==> src/rtl/core/pcg32_random_generator_defines.svh <==
// ----------------------------------------------------------------------------
// PCG32 generator assertion macros
// Shared assertion forms, clocked on clk and disabled while arst_n is low.
// ----------------------------------------------------------------------------
`ifndef PCG32_RANDOM_GENERATOR_DEFINES_SVH
`define PCG32_RANDOM_GENERATOR_DEFINES_SVH

// The consequent must hold in the same cycle as the antecedent.
`define PCG_ASSERT_NOW(label, ante, cons, msg) \
	label: assert property (@(posedge clk) disable iff (!arst_n) (ante) |-> (cons)) \
		else $error(msg);

// The consequent must hold in the cycle after the antecedent.
`define PCG_ASSERT_NEXT(label, ante, cons, msg) \
	label: assert property (@(posedge clk) disable iff (!arst_n) (ante) |=> (cons)) \
		else $error(msg);

`endif

==> src/rtl/core/pcg32_pkg.sv <==
// ----------------------------------------------------------------------------
// PCG32 generator package
// Constants, sequencer states and the XSH-RR output function.
// ----------------------------------------------------------------------------
package pcg32_pkg;

	localparam logic [1:0] CMD_RESEED  = 2'd0;
	localparam logic [1:0] CMD_RAW     = 2'd1;
	localparam logic [1:0] CMD_BOUNDED = 2'd2;

	localparam logic [63:0] PCG_MULT   = 64'h5851_F42D_4C95_7F2D;
	localparam logic [63:0] PCG_INC    = 64'h1405_7B7E_F767_814F;
	localparam logic [63:0] RESET_SEED = 64'h0000_0000_4F6C_DD1F;

	// State after the add of a reseed, before its final step.
	localparam logic [63:0] INIT_STATE = PCG_INC + RESET_SEED;

	localparam int XS_SHIFT_A = 18;
	localparam int XS_SHIFT_B = 27;
	localparam int ROT_SHIFT  = 59;

	// The 64-bit product is built from three 32x32 partial products.
	localparam logic [1:0] MUL_LAST = 2'd2;

	typedef enum logic [2:0] {
		ST_IDLE,
		ST_DRAW,
		ST_MUL,
		ST_THR,
		ST_MOD,
		ST_DONE
	} state_t;

	function automatic logic [31:0] pcg_output(input logic [63:0] s);
		logic [63:0] xs_wide;
		logic [31:0] xs;
		logic [4:0]  rot;
		logic [63:0] rotated;
		xs_wide = ((s >> XS_SHIFT_A) ^ s) >> XS_SHIFT_B;
		xs      = xs_wide[31:0];
		rot     = 5'(s >> ROT_SHIFT);
		rotated = {xs, xs} >> rot;
		return rotated[31:0];
	endfunction

endpackage

==> src/rtl/core/pcg32_random_generator.sv <==
// ----------------------------------------------------------------------------
// PCG32 random generator
// 64-bit LCG with XSH-RR output, reseed, raw and bounded draws.
// ----------------------------------------------------------------------------
// A request carries cmd, seed_value and bound on a valid/ready channel; every
// request gives exactly one result (value, bad_bound) on a valid/ready output
// channel. One request is worked on at a time and in_ready is high only while
// the sequencer is idle.
// The state step uses one shared 32x32 multiplier for all of its partial products. The
// remainder unit is a restoring divider that retires one bit per cycle.
// Path from the request to the loaded result register:
//   reseed and raw draw: the multiplier steps, then the result state.
//   bounded draw: threshold remainder, draw and state step, final remainder;
//   every rejected word adds another draw and state step.
//   bound of zero or unused command: straight to the result state.
// The next request is taken in the cycle after a result is loaded, so
// requests never overlap in the sequencer.
// After reset the block seeds itself with the built-in seed, with in_ready low
// until that is done. The result register frees the work side from
// the receiver: a finished result waits there while out_ready is low, and
// a new result is held back only while that register is still occupied.
// ----------------------------------------------------------------------------
`include "pcg32_random_generator_defines.svh"

module pcg32_random_generator (
	input  logic        clk,
	input  logic        arst_n,
	input  logic        in_valid,
	output logic        in_ready,
	input  logic [1:0]  cmd,
	input  logic [63:0] seed_value,
	input  logic [31:0] bound,
	output logic        out_valid,
	input  logic        out_ready,
	output logic [31:0] value,
	output logic        bad_bound
);
	import pcg32_pkg::*;

	state_t      state_q, state_d;
	logic        init_q;
	logic [1:0]  op_q;
	logic [31:0] bound_q;
	logic [63:0] lcg_q;
	logic [63:0] acc_q;
	logic [1:0]  mph_q;
	logic [31:0] word_q;
	logic [31:0] thr_q;
	logic [31:0] num_q;
	logic [31:0] rem_q;
	logic [4:0]  dcnt_q;
	logic [31:0] res_val_q;
	logic        res_bad_q;
	logic        out_valid_q;
	logic [31:0] value_q;
	logic        bad_q;

	logic        accept;
	logic        out_load;
	logic        mul_done;
	logic        div_done;
	logic [31:0] mul_a;
	logic [31:0] mul_b;
	logic [63:0] prod;
	logic [63:0] acc_next;
	logic [32:0] div_try;
	logic [33:0] div_diff;
	logic [31:0] rem_next;

	// Shared multiplier: low x low, then both cross terms into the upper half.
	always_comb begin
		mul_a = (mph_q == 2'd1) ? lcg_q[63:32] : lcg_q[31:0];
		mul_b = (mph_q == MUL_LAST) ? PCG_MULT[63:32] : PCG_MULT[31:0];
		prod  = 64'(mul_a) * 64'(mul_b);
		if (mph_q == 2'd0) begin
			acc_next = prod + PCG_INC;
		end else begin
			acc_next = acc_q + {prod[31:0], 32'd0};
		end
	end

	// Restoring divider step; only the remainder is kept.
	always_comb begin
		div_try  = {rem_q, num_q[31]};
		div_diff = {1'b0, div_try} - {2'b00, bound_q};
		rem_next = div_diff[33] ? div_try[31:0] : div_diff[31:0];
	end

	assign mul_done = (state_q == ST_MUL) && (mph_q == MUL_LAST);
	assign div_done = (dcnt_q == 5'd31);
	assign accept   = in_valid && in_ready;

	always_ff @(posedge clk or negedge arst_n) begin
		if (!arst_n) begin
			state_q <= ST_MUL;
		end else begin
			state_q <= state_d;
		end
	end

	always_comb begin
		state_d  = state_q;
		in_ready = 1'b0;
		out_load = 1'b0;
		unique case (state_q)
			ST_IDLE: begin
				in_ready = 1'b1;
				if (in_valid) begin
					unique case (cmd)
						CMD_RESEED, CMD_RAW: state_d = ST_MUL;
						CMD_BOUNDED: state_d = (bound == 32'd0) ? ST_DONE : ST_THR;
						default: state_d = ST_DONE;
					endcase
				end
			end
			ST_DRAW: state_d = ST_MUL;
			ST_MUL: begin
				if (mul_done) begin
					if (init_q) begin
						state_d = ST_IDLE;
					end else if (op_q == CMD_BOUNDED) begin
						state_d = (word_q >= thr_q) ? ST_MOD : ST_DRAW;
					end else begin
						state_d = ST_DONE;
					end
				end
			end
			ST_THR: if (div_done) state_d = ST_DRAW;
			ST_MOD: if (div_done) state_d = ST_DONE;
			ST_DONE: begin
				if (!out_valid_q || out_ready) begin
					out_load = 1'b1;
					state_d  = ST_IDLE;
				end
			end
			default: state_d = ST_IDLE;
		endcase
	end

	// Control registers.
	always_ff @(posedge clk or negedge arst_n) begin
		if (!arst_n) begin
			init_q      <= 1'b1;
			mph_q       <= 2'd0;
			dcnt_q      <= 5'd0;
			out_valid_q <= 1'b0;
			lcg_q       <= INIT_STATE;
		end else begin
			if (mul_done) begin
				init_q <= 1'b0;
				lcg_q  <= acc_next;
			end else if (accept && cmd == CMD_RESEED) begin
				lcg_q <= PCG_INC + seed_value;
			end

			if (state_q == ST_MUL) begin
				mph_q <= mul_done ? 2'd0 : mph_q + 2'd1;
			end

			if (state_q == ST_THR || state_q == ST_MOD) begin
				dcnt_q <= dcnt_q + 5'd1;
			end

			if (out_load) begin
				out_valid_q <= 1'b1;
			end else if (out_ready) begin
				out_valid_q <= 1'b0;
			end
		end
	end

	// Payload registers.
	always_ff @(posedge clk) begin
		if (state_q == ST_MUL) begin
			acc_q <= acc_next;
		end

		if (accept) begin
			op_q      <= cmd;
			bound_q   <= bound;
			res_val_q <= 32'd0;
			res_bad_q <= (cmd == CMD_BOUNDED) && (bound == 32'd0);
			word_q    <= pcg_output(lcg_q);
			num_q     <= 32'd0 - bound;
			rem_q     <= 32'd0;
		end else if (state_q == ST_DRAW) begin
			word_q <= pcg_output(lcg_q);
		end else if (state_q == ST_THR || state_q == ST_MOD) begin
			num_q <= {num_q[30:0], 1'b0};
			rem_q <= rem_next;
			if (div_done && state_q == ST_THR) begin
				thr_q <= rem_next;
			end
			if (div_done && state_q == ST_MOD) begin
				res_val_q <= rem_next;
			end
		end else if (mul_done) begin
			if (op_q == CMD_RAW) begin
				res_val_q <= word_q;
			end
			num_q <= word_q;
			rem_q <= 32'd0;
		end

		if (out_load) begin
			value_q <= res_val_q;
			bad_q   <= res_bad_q;
		end
	end

	assign out_valid = out_valid_q;
	assign value     = value_q;
	assign bad_bound = bad_q;

	`PCG_ASSERT_NOW(a_bad_gives_zero, out_valid && bad_bound, value == 32'd0,
		"bad_bound result with nonzero value")
	`PCG_ASSERT_NEXT(a_zero_bound_keeps_state,
		accept && cmd == CMD_BOUNDED && bound == 32'd0, $stable(lcg_q),
		"zero bound request changed the generator state")
	`PCG_ASSERT_NOW(a_rem_below_bound, state_q == ST_THR || state_q == ST_MOD,
		rem_q < bound_q, "divider remainder reached the bound")
	`PCG_ASSERT_NOW(a_mul_phase_range, 1'b1, mph_q <= MUL_LAST,
		"multiplier phase out of range")

endmodule

==> config.mk <==
export PLATFORM = sky130hd
export DESIGN_NAME = pcg32_random_generator
export DESIGN_NICKNAME = d
export VERILOG_FILES = /design/src/rtl/core/pcg32_pkg.sv /design/src/rtl/core/pcg32_random_generator.sv
export VERILOG_INCLUDE_DIRS = /design/src /design/src/rtl/core
export SDC_FILE = /design/constraint.sdc
export NUM_CORES = 2
export LEC_CHECK = 0
export BUFFER_PORTS_ARGS = -buffer_cell sky130_fd_sc_hd__buf_2
export CAP_MARGIN = 10
export CORE_MARGIN = 3
export CORE_UTILIZATION = 45
export DETAILED_ROUTE_END_ITERATION = 16
export GPL_TIMING_DRIVEN = 0
export PLACE_DENSITY = 0.72
export SYNTH_ARGS = -nofsm -noshare
export SYNTH_HDL_FRONTEND = slang
export SYNTH_SLANG_ARGS = --single-unit
export TNS_END_PERCENT = 100
==> constraint.sdc <==
create_clock -name clk -period 10.15 [get_ports clk]
set_input_delay 2.03 -clock clk [delete_from_list [all_inputs] [get_ports clk]]
set_output_delay 2.03 -clock clk [all_outputs]
set_load 0.02 [all_outputs]
== After elaboration in Yosys (flattened, before gate mapping) ==
Cells that the tools add are included.

* Register bits after elaboration: 368
* Output and inout port bits: 35
* Logic and storage cells: 109

* $add $sub $neg: 7
* Multipliers: 1
* $lt $le $gt $ge: 1
* Equality and inequality tests: 19
* Shift operators: 1
* Mux-type cells: 35
* Bitwise logic cells: 3
* Reduce and logical (&&, ||, !) cells: 25

{| class="wikitable"
|+ Operator list
! cell !! count
|-
| two-way mux 32 bit || 14
|-
| two-way mux 64 bit || 3
|-
| adder 61 x 64 -> 64 bit, first input constant || 1
|-
| adder 63 x 61 -> 64 bit, second input constant || 1
|-
| adder 64 bit || 1
|-
| right shift 64 x 5 -> 32 bit || 1
|-
| multiplier 32 x 31 -> 63 bit || 1
|-
| bitwise XOR 46 x 59 -> 59 bit || 1
|-
| subtractor 33 x 32 -> 34 bit || 1
|-
| >= comparator 32 bit || 1
|-
| logical NOT 32 bit || 1
|-
| subtractor 1 x 32 -> 32 bit, first input constant || 1
|-
| two-way mux 29 bit || 1
|-
| two-way mux 3 bit || 9
|-
| one-hot mux 3 bit (6 select lines) || 1
|-
| inequality test 2 bit, second input constant || 6
|-
| nonzero test 2 bit || 5
|-
| AND reduction 4 bit || 2
|-
| equality test 2 x 1 -> 1 bit, second input constant || 3
|-
| equality test 2 bit, second input constant || 3
|-
| equality test 3 x 2 -> 1 bit, second input constant || 2
|-
| equality test 3 bit, second input constant || 2
|-
| logical AND 1 bit || 6
|-
| one-hot mux 3 bit (2 select lines) || 1
|-
| 16 further kinds || 24
|}

== Longest topological paths before layout ==
* Word-level depth: 6
* Mapped depth: 43
* Mapped depth without buffers: 39

== Worst setup path after synthesis ==
OpenSTA, ideal clock, no wires.

* Kind: flip-flop to flip-flop
* From: register mph_q[1]
* To: register acc_q[52], data pin
* Setup time: 0.259 ns
* Arrival: 10.111 ns
* Data required time: 9.891 ns
* Setup slack: -0.220 ns
* Stages on the path, launching flop included: 36
* Path buffers: 4
* Period minus slack after synthesis: 10.370 ns
* Path through: dfrtp_1 -> nand2b_1 -> buf_1 -> buf_1 -> buf_1 -> mux2i_1 -> inv_1 -> fa_1 -> inv_1 -> fa_1 -> inv_1 -> fa_1 -> inv_1 -> fa_1 -> inv_1 -> fa_1 -> fa_1 -> fa_1 -> inv_1 -> fa_1 -> inv_1 -> ha_1 -> buf_2 -> nand4_1 -> or4_4 -> or4_1 -> o32ai_2 -> nor2_1 -> xor2_1 -> nand2_1 -> o21bai_1 -> o41ai_2 -> a21oi_1 -> a21oi_4 -> nor3_1 -> o31a_1

* Word-level cells in the longest chain between the ends: 5

{| class="wikitable"
|+ Ends and longest elaborated chain
! element !! RTL line !! RTL
|-
| from (decl) || pcg32_random_generator.sv:46 || <nowiki>logic [1:0] mph_q;</nowiki>
|-
| from (signal assigned) || pcg32_random_generator.sv:157 || <nowiki>mph_q <= mul_done ? 2'd0 : mph_q + 2'd1;</nowiki>
|-
| equality test 2 x 1 -> 1 bit or equality test 2 bit (tied branches) || pcg32_random_generator.sv:72, pcg32_random_generator.sv:73 ||
|-
| two-way mux 32 bit or two-way mux 29 bit (tied branches) || pcg32_random_generator.sv:72, pcg32_random_generator.sv:73 ||
|-
| multiplier 32 x 31 -> 63 bit || pcg32_random_generator.sv:74 || <nowiki>prod = 64'(mul_a) * 64'(mul_b);</nowiki>
|-
| adder 64 bit or adder 63 x 61 -> 64 bit (tied branches) || pcg32_random_generator.sv:78, pcg32_random_generator.sv:76 ||
|-
| two-way mux 64 bit (*) || pcg32_random_generator.sv:75 || <nowiki>if (mph_q == 2'd0) begin</nowiki>
|-
| via acc_next[52] || pcg32_random_generator.sv:65 || <nowiki>logic [63:0] acc_next;</nowiki>
|-
| to (signal assigned) || pcg32_random_generator.sv:175 || <nowiki>acc_q <= acc_next;</nowiki>
|-
| to (decl) || pcg32_random_generator.sv:45 || <nowiki>logic [63:0] acc_q;</nowiki>
|}

Mark *: on every way through the listed nets, which the timed path passes. The rest lies on a longest branch.
A chain may end at the register's enable or synchronous reset.

== Worst setup path in the final report ==
* From: register mph_q[1]
* To: register acc_q[56], data pin

The elaborated chain is that of the path after synthesis.

==> impl_results.md <==
- Global-route wire length before repair: 239,000 um
- Most frequent cell on the critical path: fa_1
- Total routed wirelength: 162,000 um
- Summed instance area of the synthesized netlist: 46,100 um^2
- Sequential share of the synthesized area: 21.8%
- Nature of the critical path startpoint: flop
- Yosys warnings: 0
- Worst slew margin relative to its limit: 23.3%
- Worst hold start: res_bad_q$_DFFE_PP_
- Clock transition at the register clock pins on the worst setup and hold paths after CTS: 0.07 ns
- Signal arrival time at the worst endpoint: 10.47 ns
- Transition time at the pin with the least slew margin: 1.15 ns
- HPWL reported at the end of detailed placement: 132,000 um
- Number of max-slew violations in the final report: 0
- Total CTS buffers: 38
- Final setup violating endpoints: 0
- Leading post-synthesis cells by cell area: fa_1 (23%), edfxtp_1 (15%), ha_1 (14%)
- Post-layout minimum cycle time: 10.06 ns
- Std-Cell Rows: 116
- Worst skew pair latency: 0.60 ns
- Vertical die dimension: 326 um
- Synth Flop Type: edfxtp_1
- Startpoint of the worst-slack reg-to-reg timing path: mph_q[1]$_DFFE_PN0P_
- Cell depth of the worst min-delay path: 0
- Total number of H-tree levels: 2
- Worst hold endpoint: bad_bound$_DFFE_PP_
- Max clock buf depth: 3
- Final std cells w/o fill: 6,627
- Number of design rule violations left after detail routing: 0
- Critical path capture point type: flop
- Width of the die: 326 um
- Library cells used by synthesis: 114
- Mean cell area of the mapped netlist: 9.52 um^2
- Clock net sink count: 368
- Router iterations before antenna repair: 5
- Worst Setup Path Type: flop to flop
- Growth of design area from synthesis to finish: 15.3%
- Count of port buffers added during placement: 136
- CTS root buf: clkbuf_16
- Reg2Reg Capture Point: acc_q[56]$_DFFE_PP_
- Number of global-route vias before repair: 37,953
- Crit path largest cell delay: 0.62 ns
- Post-placement cell count: 6,384
- Initial antenna violation count: 5
- Area of the die: 106,000 um^2
- Run status: finished clean
- Filler cell count: 8,970
- Clock tree from TritonCTS: yes
- Cell type contributing the most total cell area after synthesis: fa_1
- Via-per-instance ratio: 5.75
- Final period util: 99.1%
- Max-cap violations: 0
- Area fraction of the dominant cell type after synthesis: 23.1%
- I/O pin cnt: 137
- GRT Util Overall: 30.0%
- Cell depth of the worst flop-to-flop path: 35
- Post-synthesis async set-or-reset flop share: 20.7%
- Pin count of the biggest net entering global routing: 66
- Core region area: 101,000 um^2
- Number of nets with antenna violations after detailed routing: 0
- Number of flip-flops and latches in the synthesized netlist: 368
- Number of synthesized flops with an enable pin: 228
- Layout cells sized above 1: 15.5%
- Drt first-iter violations: 3,787
- Hold violation total from the final report: 0
- Maximum operating frequency: 0.0994 GHz
- GR Overflow Total: 0
- Count of vias placed by the detailed router: 38,082
- Cell count after synthesis: 4,847
- Final setup skew: 0.0354 ns
- Starting density of the core: 45.7%
- Reg2Reg Setup Slack: 0.09 ns
- Type of the most critical hold path: flop to flop
- Slowest cell on crit path: fa_2
- Worst-path maximum fanout: 8
- Placer Congestion: 1.05
- Critical path data required time: 10.56 ns
- Wirelength per Cell: 24.4 um
- Final Net Count: 6,376
[critical path: cells and delay by family, from the launching register on]
family	cells	cell delay (ns)
buffers and inverters	12	1.54
adders and majority gates	9	4.29
AOI/OAI and AO/OA	4	0.82
xor gates and xnor gates	1	0.20
DFF	1	0.39
and+or+nand+nor	8	2.25
muxes	1	0.32
[Yosys cell counts (13+ instances only)]
library cell and number:
a211oi_1 28, a21o_1 97, a21oi_1 218, a221o_1 32, a31oi_1 49, and2_1 43, and3_1 41, buf_1 18
buf_2 25, clkbuf_1 121, dfrtp_1 40, dfstp_2 36, dfxtp_1 64, edfxtp_1 228, fa_1 533, ha_1 504
inv_1 843, mux2_2 43, mux2i_1 70, mux4_2 20, nand2_1 400, nand2b_1 32, nand3_1 60, nand4_1 24
nor2_1 313, nor2b_1 34, nor3_1 76, nor4_1 17, o211ai_1 22, o21a_1 27, o21ai_0 208, o21ai_1 16
o21bai_1 17, o221ai_1 13, or2_2 18, or3_1 25, or4_1 17, xnor2_1 182, xor2_1 100
[cells by family after synthesis]
| family | after synthesis | share of synthesized area (%) |
|---|---|---|
| xor+xnor | 285 | 5.46 |
| buf+inv | 1013 | 8.34 |
| other cells | 2 | 0.0163 |
| compound gates | 865 | 12.3 |
| fa+ha+maj | 1037 | 36.8 |
| mux | 134 | 3.57 |
| simple gates | 1143 | 11.6 |
| flops | 368 | 21.8 |
[cells in the final DEF (no fill, tap or decap), types with 36 or more instances in the layout]
cell type / netlist / layout
edfxtp_1: 228 / 228
mux2i_1: 70 / 49
xor2_1: 100 / 87
clkbuf_1: 121 / 105
dfxtp_1: 64 / 64
and2_1: 43 / 40
nor3_1: 76 / 60
dfrtp_1: 40 / 37
nand3_1: 60 / 60
a31oi_1: 49 / 45
buf_2: 25 / 157
and3_1: 41 / 39
ha_1: 504 / 493
buf_4: 3 / 174
mux2_2: 43 / 37
a21o_1: 97 / 97
inv_1: 843 / 816
o21ai_0: 208 / 202
dfstp_2: 36 / 36
a21oi_1: 218 / 205
nand2_1: 400 / 392
nor2_1: 313 / 291
fa_1: 533 / 522
xnor2_1: 182 / 166
clkbuf_16: 0 / 40
[flip-flops by register name, indices dropped and copies added (netlist names), 2 cells and up]
signal / flops
acc_q: 64
lcg_q: 64
bound_q: 32
num_q: 32
rem_q: 32
res_val_q: 32
thr_q: 32
value: 32
word_q: 32
dcnt_q: 5
state_q: 3
mph_q: 2
op_q: 2
[area by class of cell]
| class | instances | area [um^2] | share of cell area (%) |
|---|---|---|---|
| buffer | 157 | 890 | 1.67 |
| tap | 1357 | 1700 | 3.19 |
| inverter | 846 | 3280 | 6.16 |
| timing repair buffer | 331 | 2370 | 4.47 |
| multi-input combinational | 3495 | 33600 | 63.3 |
| antenna | 3 | 7.51 | 0.0141 |
| clock inverter | 13 | 140 | 0.264 |
| clock buffer | 57 | 1070 | 2.02 |
| sequential | 368 | 10100 | 19.0 |
[timing repair]
| item | 4_1_cts | 5_1_grt |
|---|---|---|
| hold buffers | 0 | 0 |
| setup endpoints to repair | 82 | 36 |
| gates cloned | 1 | 1 |
| resized for setup | 226 | 156 |
| hold endpoints to repair | 0 | 0 |
| buffers inserted | 82 | 93 |
| pin swaps | 20 | 63 |
[worst max path at each step]
stage                     slack [ns]                 start                   to  depth (start not counted)
after floorplan                 0.06  mph_q[1]$_DFFE_PN0P_  acc_q[52]$_DFFE_PP_                         35
after global placement         -2.98  mph_q[1]$_DFFE_PN0P_  acc_q[53]$_DFFE_PP_                         30
after detailed placement       -2.75  mph_q[1]$_DFFE_PN0P_  acc_q[52]$_DFFE_PP_                         35
after CTS                     0.0002  mph_q[1]$_DFFE_PN0P_  acc_q[62]$_DFFE_PP_                         37
after global routing           -0.09  mph_q[1]$_DFFE_PN0P_  acc_q[62]$_DFFE_PP_                         41
final                           0.09  mph_q[1]$_DFFE_PN0P_  acc_q[56]$_DFFE_PP_                         35
[metal layers]
metal	vias to the layer above	part of all wire, %	global-route usage [%]
li1	16944	-	-
met3	425	11	6.82
met1	18699	40	40.1
met5	-	0.0074	0
met4	2	5.8	13.4
met2	2012	44	46.6
[stage by stage]
| stage | TNS, ns | util, % | worst slack (ns) | area [um^2] | hold slack [ns] |
|---|---|---|---|---|---|
| finish | 0 | 52.7 | 0.0893 | 53200 | 0.420 |
| CTS | 0 | 51.3 | 0.000239 | 51700 | 0.419 |
| floorplan | 0 | - | 0.0634 | 46200 | 0.400 |
| global route | -0.810 | 52.7 | -0.0949 | 53200 | 0.427 |
| global placement | -139.48 | 48.2 | -2.98 | 48600 | 0.412 |
| detailed placement | -124.09 | 48.5 | -2.75 | 48900 | 0.405 |
Power is left out: the tool's default activity adds up to more than one toggle a clock period on the data nets, which glitch-free logic cannot reach.
